### config.mk
export PLATFORM = sky130hd
export DESIGN_NAME = cantor_pair_unpair_signed
export DESIGN_NICKNAME = d
export VERILOG_FILES = /design/src/rtl/cpus_pkg.sv /design/src/rtl/cpus_diag_stage.sv /design/src/rtl/cantor_pair_unpair_signed.sv
export SDC_FILE = /design/constraint.sdc
export NUM_CORES = 2
export LEC_CHECK = 0
export BUFFER_PORTS_ARGS = -buffer_cell sky130_fd_sc_hd__buf_2
export CORE_UTILIZATION = 60
export DETAILED_ROUTE_END_ITERATION = 16
export PLACE_DENSITY = 0.77
export SYNTH_ARGS = -nofsm -noshare
export SYNTH_HDL_FRONTEND = slang
export SYNTH_HIERARCHICAL = 1
export SYNTH_SLANG_ARGS = --single-unit
### constraint.sdc
create_clock -name aclk -period 189.1 [get_ports aclk]
set_clock_uncertainty 0.05 [all_clocks]
set_input_delay 28.365 -clock aclk [delete_from_list [all_inputs] [get_ports aclk]]
set_output_delay 28.365 -clock aclk [all_outputs]
set_load 0.01 [all_outputs]
### src/rtl/cpus_pkg.sv
// Shared types and constants for the signed Cantor pairing/unpairing pipeline.
package cpus_pkg;

    // Coordinate width; key and diagonal widths follow from it
    localparam int COORD_BITS = 16;
    localparam int KEY_BITS   = 2 * COORD_BITS + 1;
    localparam int DIAG_BITS  = COORD_BITS + 1;
    localparam int CAND_BITS  = 2 * DIAG_BITS + 1;

    // Item kinds
    localparam logic KIND_PAIR   = 1'b0;
    localparam logic KIND_UNPAIR = 1'b1;

    // Input beat
    typedef struct packed {
        logic                         kind;
        logic signed [COORD_BITS-1:0] coord_x;
        logic signed [COORD_BITS-1:0] coord_z;
        logic        [KEY_BITS-1:0]   key_in;
    } in_t;

    // Result beat
    typedef struct packed {
        logic        [KEY_BITS-1:0]   key_out;
        logic signed [COORD_BITS-1:0] x_out;
        logic signed [COORD_BITS-1:0] z_out;
        logic                         range_error;
    } out_t;

    // Payload carried through the diagonal search stages
    typedef struct packed {
        logic                  kind;
        logic [KEY_BITS-1:0]   key;   // unpair key
        logic [DIAG_BITS-1:0]  s;     // diagonal found so far
        logic [KEY_BITS-1:0]   t;     // triangular number of s (pair: of ex+ez)
        logic [COORD_BITS-1:0] ez;    // encoded second coordinate (pair)
    } pipe_t;

endpackage

### src/rtl/cpus_diag_stage.sv
// One registered step of the diagonal search: decides a single bit of s.
module cpus_diag_stage #(
    parameter int STEP_BIT = 0
) (
    input  logic           aclk,
    input  logic           aresetn,
    input  logic           en,
    input  logic           in_valid,
    input  cpus_pkg::pipe_t in_data,
    output logic           out_valid,
    output cpus_pkg::pipe_t out_data
);
    import cpus_pkg::*;

    // T(2^b) = (4^b + 2^b) / 2
    localparam logic [CAND_BITS-1:0] ONE_C = 1;
    localparam logic [CAND_BITS-1:0] TRI_B =
        ((ONE_C << (2 * STEP_BIT)) + (ONE_C << STEP_BIT)) >> 1;

    logic [CAND_BITS-1:0] cand_t;
    logic [CAND_BITS-1:0] key_ext;
    logic                 take;
    pipe_t                data_next;
    pipe_t                data_reg;
    logic                 valid_reg;

    // T(s + 2^b) = T(s) + s * 2^b + T(2^b), with bit b of s still clear
    always_comb begin
        cand_t    = CAND_BITS'(in_data.t) + (CAND_BITS'(in_data.s) << STEP_BIT) + TRI_B;
        key_ext   = CAND_BITS'(in_data.key);
        take      = (in_data.kind == KIND_UNPAIR) && (cand_t <= key_ext);
        data_next = in_data;
        if (take) begin
            data_next.s[STEP_BIT] = 1'b1;
            data_next.t           = cand_t[KEY_BITS-1:0];
        end
    end

    always_ff @(posedge aclk) begin
        if (!aresetn) begin
            valid_reg <= 1'b0;
        end else if (en) begin
            valid_reg <= in_valid;
        end
    end

    always_ff @(posedge aclk) begin
        if (en) begin
            data_reg <= data_next;
        end
    end

    assign out_valid = valid_reg;
    assign out_data  = data_reg;

endmodule

### src/rtl/cantor_pair_unpair_signed.sv
// Throughput: one beat per cycle while the output is not stalled; the square root
// is one pipeline stage per bit of the diagonal, and pairing uses a single
// registered multiplier stage.
// A one-entry input skid keeps s_ready registered while the output stalls.
// Reset (aresetn low, synchronous) empties every stage; payload registers keep junk.
module cantor_pair_unpair_signed (
    input  logic           aclk,
    input  logic           aresetn,
    input  logic           s_valid,
    output logic           s_ready,
    input  cpus_pkg::in_t  s_data,
    output logic           m_valid,
    input  logic           m_ready,
    output cpus_pkg::out_t m_data
);
    import cpus_pkg::*;

    localparam int PROD_BITS = KEY_BITS + 1;

    function automatic logic [COORD_BITS-1:0] zig_encode(input logic [COORD_BITS-1:0] u);
        zig_encode = {u[COORD_BITS-2:0], 1'b0} ^ {COORD_BITS{u[COORD_BITS-1]}};
    endfunction

    function automatic logic [COORD_BITS-1:0] zig_decode(input logic [COORD_BITS-1:0] e);
        zig_decode = {1'b0, e[COORD_BITS-1:1]} ^ {COORD_BITS{e[0]}};
    endfunction

    // Global advance: whole pipe moves unless the result register is stuck
    logic en;
    logic out_valid_reg;
    out_t out_reg;

    assign en = !out_valid_reg || m_ready;

    // Input skid: catches the beat accepted in a stalled cycle
    logic skid_valid_reg;
    logic skid_valid_next;
    in_t  skid_data_reg;
    logic src_valid;
    in_t  src_data;

    assign s_ready   = !skid_valid_reg;
    assign src_valid = skid_valid_reg ? 1'b1 : s_valid;
    assign src_data  = skid_valid_reg ? skid_data_reg : s_data;

    always_comb begin
        if (en) begin
            skid_valid_next = 1'b0;
        end else begin
            skid_valid_next = skid_valid_reg | s_valid;
        end
    end

    always_ff @(posedge aclk) begin
        if (!aresetn) begin
            skid_valid_reg <= 1'b0;
        end else begin
            skid_valid_reg <= skid_valid_next;
        end
    end

    always_ff @(posedge aclk) begin
        if (!en && s_valid && !skid_valid_reg) begin
            skid_data_reg <= s_data;
        end
    end

    // Stage 0: zigzag encode and diagonal sum
    logic                  st0_valid_reg;
    logic                  st0_kind_reg;
    logic [KEY_BITS-1:0]   st0_key_reg;
    logic [COORD_BITS-1:0] st0_ez_reg;
    logic [DIAG_BITS-1:0]  st0_sum_reg;
    logic [COORD_BITS-1:0] ex_enc;
    logic [COORD_BITS-1:0] ez_enc;

    always_comb begin
        ex_enc = zig_encode(src_data.coord_x);
        ez_enc = zig_encode(src_data.coord_z);
    end

    always_ff @(posedge aclk) begin
        if (!aresetn) begin
            st0_valid_reg <= 1'b0;
        end else if (en) begin
            st0_valid_reg <= src_valid;
        end
    end

    always_ff @(posedge aclk) begin
        if (en) begin
            st0_kind_reg <= src_data.kind;
            st0_key_reg  <= src_data.key_in;
            st0_ez_reg   <= ez_enc;
            st0_sum_reg  <= DIAG_BITS'(ex_enc) + DIAG_BITS'(ez_enc);
        end
    end

    // Stage 1: triangular number of the pair sum
    logic [DIAG_BITS-1:0] sum_inc;
    logic [PROD_BITS-1:0] prod;
    pipe_t                st1_next;
    pipe_t                st1_reg;
    logic                 st1_valid_reg;

    always_comb begin
        sum_inc       = st0_sum_reg + 1'b1;
        prod          = PROD_BITS'(st0_sum_reg) * PROD_BITS'(sum_inc);
        st1_next.kind = st0_kind_reg;
        st1_next.key  = st0_key_reg;
        st1_next.s    = '0;
        st1_next.ez   = st0_ez_reg;
        if (st0_kind_reg == KIND_PAIR) begin
            st1_next.t = prod[KEY_BITS:1];
        end else begin
            st1_next.t = '0;
        end
    end

    always_ff @(posedge aclk) begin
        if (!aresetn) begin
            st1_valid_reg <= 1'b0;
        end else if (en) begin
            st1_valid_reg <= st0_valid_reg;
        end
    end

    always_ff @(posedge aclk) begin
        if (en) begin
            st1_reg <= st1_next;
        end
    end

    // Diagonal search: one stage per bit, most significant first
    pipe_t diag_data  [DIAG_BITS+1];
    logic  diag_valid [DIAG_BITS+1];

    assign diag_data[0]  = st1_reg;
    assign diag_valid[0] = st1_valid_reg;

    for (genvar i = 0; i < DIAG_BITS; i++) begin : g_diag
        cpus_diag_stage #(
            .STEP_BIT(DIAG_BITS - 1 - i)
        ) u_stage (
            .aclk     (aclk),
            .aresetn  (aresetn),
            .en       (en),
            .in_valid (diag_valid[i]),
            .in_data  (diag_data[i]),
            .out_valid(diag_valid[i+1]),
            .out_data (diag_data[i+1])
        );
    end

    // Finish 1: pair key sum, unpair second encoded value
    pipe_t                diag_last;
    logic                 fin_valid_reg;
    logic                 fin_kind_reg;
    logic [KEY_BITS-1:0]  fin_key_reg;
    logic [DIAG_BITS-1:0] fin_s_reg;
    logic [DIAG_BITS-1:0] fin_ezu_reg;
    logic [KEY_BITS-1:0]  key_diff;

    assign diag_last = diag_data[DIAG_BITS];
    assign key_diff  = diag_last.key - diag_last.t;

    always_ff @(posedge aclk) begin
        if (!aresetn) begin
            fin_valid_reg <= 1'b0;
        end else if (en) begin
            fin_valid_reg <= diag_valid[DIAG_BITS];
        end
    end

    always_ff @(posedge aclk) begin
        if (en) begin
            fin_kind_reg <= diag_last.kind;
            fin_key_reg  <= diag_last.t + KEY_BITS'(diag_last.ez);
            fin_s_reg    <= diag_last.s;
            fin_ezu_reg  <= key_diff[DIAG_BITS-1:0];
        end
    end

    // Finish 2: first encoded value, range check, zigzag decode
    logic [DIAG_BITS-1:0] exu;
    logic                 range_bad;
    out_t                 out_next;

    always_comb begin
        exu       = fin_s_reg - fin_ezu_reg;
        range_bad = exu[COORD_BITS] | fin_ezu_reg[COORD_BITS];
        out_next  = '0;
        if (fin_kind_reg == KIND_PAIR) begin
            out_next.key_out = fin_key_reg;
        end else if (range_bad) begin
            out_next.range_error = 1'b1;
        end else begin
            out_next.x_out = zig_decode(exu[COORD_BITS-1:0]);
            out_next.z_out = zig_decode(fin_ezu_reg[COORD_BITS-1:0]);
        end
    end

    always_ff @(posedge aclk) begin
        if (!aresetn) begin
            out_valid_reg <= 1'b0;
        end else if (en) begin
            out_valid_reg <= fin_valid_reg;
        end
    end

    always_ff @(posedge aclk) begin
        if (en) begin
            out_reg <= out_next;
        end
    end

    assign m_valid = out_valid_reg;
    assign m_data  = out_reg;

endmodule
# Word-level counts from Yosys, hierarchy flattened
# Index checks and enable logic that the tools add are counted.
dict set report word_totals {
  elab_cells 252
  out_inout_bits 68
  regBits 1920
  input_bits 70
}
dict set report classes {
  bitwise_logic 8
  n_mul 1
  mux 20
  n_reduce_logical 25
  addsub 38
  magnitude_cmp 17
}
# op n
set op_table {}
lappend op_table {{<= comparator 35 x 33 -> 1 bit} 17}
lappend op_table {{2-to-1 mux 33 bit} 17}
lappend op_table {{2-to-1 mux 66 bit} 1}
lappend op_table {{adder 35 x 1 -> 35 bit, second input constant} 1}
lappend op_table {{adder 35 x 10 -> 35 bit, second input constant} 1}
lappend op_table {{adder 35 x 12 -> 35 bit, second input constant} 1}
lappend op_table {{adder 35 x 14 -> 35 bit, second input constant} 1}
lappend op_table {{adder 35 x 16 -> 35 bit, second input constant} 1}
lappend op_table {{adder 35 x 18 -> 35 bit, second input constant} 1}
lappend op_table {{adder 35 x 2 -> 35 bit, second input constant} 1}
lappend op_table {{adder 35 x 20 -> 35 bit, second input constant} 1}
lappend op_table {{adder 35 x 22 -> 35 bit, second input constant} 1}
lappend op_table {{adder 35 x 24 -> 35 bit, second input constant} 1}
lappend op_table {{adder 35 x 26 -> 35 bit, second input constant} 1}
lappend op_table {{adder 35 x 28 -> 35 bit, second input constant} 1}
lappend op_table {{adder 35 x 30 -> 35 bit, second input constant} 1}
lappend op_table {{adder 35 x 4 -> 35 bit, second input constant} 1}
lappend op_table {{adder 35 x 6 -> 35 bit, second input constant} 1}
lappend op_table {{adder 35 x 8 -> 35 bit, second input constant} 1}
lappend op_table {{adder 33 x 17 -> 34 bit} 1}
lappend op_table {{adder 33 x 18 -> 34 bit} 1}
lappend op_table {{adder 33 x 19 -> 34 bit} 1}
lappend op_table {{adder 33 x 20 -> 34 bit} 1}
lappend op_table {{adder 33 x 21 -> 34 bit} 1}
lappend op_table {{other kinds (26)} 53}

# Depth between registers and ports, before layout
dict set report depth {
  ltp_word 5
  ltp_mapped 29
  ltp_nobuf 27
}

# Cells and area by module
# Netlist, hierarchy kept.
# module area_per_inst_um2 cells_each n_inst
set by_module_without_submodules {}
lappend by_module_without_submodules {cantor_pair_unpair_signed 25959.9 2240 1}
lappend by_module_without_submodules {{cpus_diag_stage at g_diag[15].u_stage} 5848.1 473 1}
lappend by_module_without_submodules {{cpus_diag_stage at g_diag[13].u_stage} 5808.1 468 1}
lappend by_module_without_submodules {{cpus_diag_stage at g_diag[11].u_stage} 5761.8 470 1}
lappend by_module_without_submodules {{cpus_diag_stage at g_diag[14].u_stage} 5726.7 450 1}
lappend by_module_without_submodules {{cpus_diag_stage at g_diag[9].u_stage} 5708.0 455 1}
lappend by_module_without_submodules {{cpus_diag_stage at g_diag[10].u_stage} 5681.7 445 1}
lappend by_module_without_submodules {{cpus_diag_stage at g_diag[7].u_stage} 5607.9 426 1}
lappend by_module_without_submodules {{cpus_diag_stage at g_diag[12].u_stage} 5606.6 444 1}
lappend by_module_without_submodules {{cpus_diag_stage at g_diag[6].u_stage} 5571.6 429 1}
lappend by_module_without_submodules {{cpus_diag_stage at g_diag[16].u_stage} 5564.1 448 1}
lappend by_module_without_submodules {{cpus_diag_stage at g_diag[4].u_stage} 5437.7 403 1}
lappend by_module_without_submodules {{cpus_diag_stage at g_diag[5].u_stage} 5435.2 415 1}
lappend by_module_without_submodules {{cpus_diag_stage at g_diag[3].u_stage} 5396.4 401 1}
lappend by_module_without_submodules {{+4 rows} -- -- --}

# Least setup slack after synthesis
# OpenSTA, ideal clock, no wires.
dict set report synth_path {
  path_type {in2reg}
  startpoint {input m_ready}
  endpoint {register skid_data_reg[0] (netlist name), enable pin}
  setup_ns 12.706
  path_slack_ns 35.719
  required_ns 176.344
  t_arrival_ns 140.626
  cell_stages 3
  cell_sequence {nand2b_1 -> clkbuf_1 -> nor3b_1}
}
dict set report synth_between {
  elab_chain_cells 4
}
# element line_no
set synth_lines {}
lappend synth_lines {{start, declared} cantor_pair_unpair_signed.sv:13} ;# input logic m_ready,
lappend synth_lines {{logical OR 1 bit} cantor_pair_unpair_signed.sv:33} ;# assign en = !out_valid_reg || m_ready;
lappend synth_lines {{via en} cantor_pair_unpair_signed.sv:29} ;# logic en;
lappend synth_lines {{zero test 1 bit} cantor_pair_unpair_signed.sv:63} ;# if (!en && s_valid && !skid_valid_reg) begin
lappend synth_lines {{logical AND 1 bit (2 in series)} cantor_pair_unpair_signed.sv:63}
lappend synth_lines {{end signal, assigned} cantor_pair_unpair_signed.sv:64} ;# skid_data_reg <= s_data;
lappend synth_lines {{end, declared} cantor_pair_unpair_signed.sv:38} ;# in_t skid_data_reg;
# The timed path passes the listed nets, and every way through them passes these cells.
# A chain may end at the register's enable or synchronous reset.

# Worst setup path after layout
dict set report layout_path {
  startpoint {input m_ready}
  endpoint {register g_diag[10].u_stage.data_reg (netlist bit g_diag[10].u_stage/out_data[41]), enable pin}
}
dict set report layout_between {
  elab_chain_cells 1
}
# element line_no
set layout_lines {}
lappend layout_lines {{logical OR 1 bit} cantor_pair_unpair_signed.sv:33}
lappend layout_lines {{end signal, assigned} cpus_diag_stage.sv:49} ;# data_reg <= data_next;
lappend layout_lines {{end, declared} cpus_diag_stage.sv:24} ;# pipe_t data_reg;
# No other way between the ends.

==> impl_results.md <==
* CTS buffer count at 209
* Syn Area/Cell at 12.6 um2
* RSZ-0062 raised after global routing: false
* Total GRT Usage at 0.260
* Post-CTS setup buffer count at 0
* Final setup violation count at 0
* Cell Rows at 163
* Busiest grt layer: met2
* Post-cts sizing count at 0
* Htree depth at 4
* Number of global-route vias before repair at 74600
* Reg clk slew, reported paths at 0.06 ns
* TritonRoute pass-1 iters at 6
* Mapped Cells at 9533
* M1 GR Usage at 0.344
* I/O pin count at 138
* Critical path type: in2reg
* Tightest Pin Transition at 1.43 ns
* Largest net degree at the start of global routing at 91
* Slew Limit Fails at 0
* Starting density of the core at 0.606
* Post-CTS Hold Fix Bufs at 0
* Crit path capture type: flop
* Crit Path Max Fanout at 77
* Most frequent cells in the layout: 2034 x edfxtp_1, 1326 x ha_1, 1153 x inv_1, 472 x a21oi_1, 403 x xnor2_1
* Initial antenna violation count at 3
* Core area at 198000 um2
* Min Tclk post-route at 33.08 ns
* Clock Path Buffers at 3
* Total number of vias at 74200
* Max Cap Viol at 1
* Cell Area, Synth at 120000 um2
* Layout cells sized above 1 at 0.0976
* Worst Path Required at 189.47 ns
* Routed wire per std cell at 20.9 um
* Placer's final routability congestion estimate at 0.918
* Worst EP arrival at 33.45 ns
* Skew-Pair Late Insertion Delay at 0.85 ns
* Root Buffer: clkbuf_16
* DP HPWL at 204 mm
* TritonCTS clock tree: done
* Routed Antenna Nets at 0
* Drt first-iter violations at 5605
* Die footprint at 202000 um2
* Final Hold Viols at 0
* Setup TNS at 0 ns
* Routing usage on met2 at 0.452
* Achievable frequency at 30.2 MHz
* Final wirelength at 264 mm
* Commonest non-fill, non-tap cell in the layout: edfxtp_1
* DRC violations left at 0
* Largest register FFs at 1684
* Max-slew headroom at 0.0250
* Vias/cell at 5.87
* Die height at 449 um
* Global routing usage on met3 at 0.0310
* Chip Width at 449 um
* Worst min-delay path class: reg2reg
* Synth warn at 6
* CTS sink count at 2056
* GRT overflow at 0
* Area grow syn2layout at 8.95%
* Status: complete, but fails checks
* First-pass GRT wire length at 414 mm
* Final period util at 0.175
* Failing checks: max-capacitance violations
* Final #Nets at 11400
* Port Buf Inserts at 137
* Crit start category: input port
[layout make-up]
type | count | area (um2)
Antenna cell | 1 | 2.50
Clock buffer | 245 | 5420
Clock inverter | 149 | 1620
Fill cell | 14300 | 67400
Inverter | 1158 | 4350
Multi-Input combinational cell | 6191 | 53300
Sequential cell | 2056 | 61500
Tap cell | 2640 | 3300
Timing Repair Buffer | 192 | 1100
[stage by stage]
stage	util	cells	cell area, um2	setup WS, ns	hold slack, ns
after global routing	0.660	12600	131000	155.67	0.370
after CTS	0.660	12600	131000	156.04	0.363
final	0.660	12600	131000	156.02	0.357
after floorplan	-	9566	120000	36.70	0.350
after detailed placement	0.624	12200	124000	155.16	0.355
after global placement	0.624	12200	124000	155.39	0.350
[worst max-delay path, stage by stage]
cell,delay (ns)
buf_2,0.08
nand2b_4,0.60
buf_4,0.80
buf_4,0.74
buf_4,0.83
buf_4,0.86
buf_4,0.85
[routing by layer]
metal,vias up,part of all wire
met4,0,0.026
met3,432,0.049
met2,1976,0.50
met1,36500,0.42
met5,-,0
li1,35300,-
[worst paths after layout]
check | slack (ns) | start | cells after the start | endpoint
max | 156.02 | m_ready | 7 | g_diag[10].u_stage/out_data[41]
min | 0.36 | st0_key_reg[28] | 0 | diag_data[1794]
max reg2reg | 179.91 | st0_sum_reg[2] | 25 | diag_data[1747]
min reg2reg | 0.36 | st0_key_reg[28] | 0 | diag_data[1794]
Power is not shown: default switching activity piles up to over one toggle a cycle in this logic, so the estimate is an artifact.
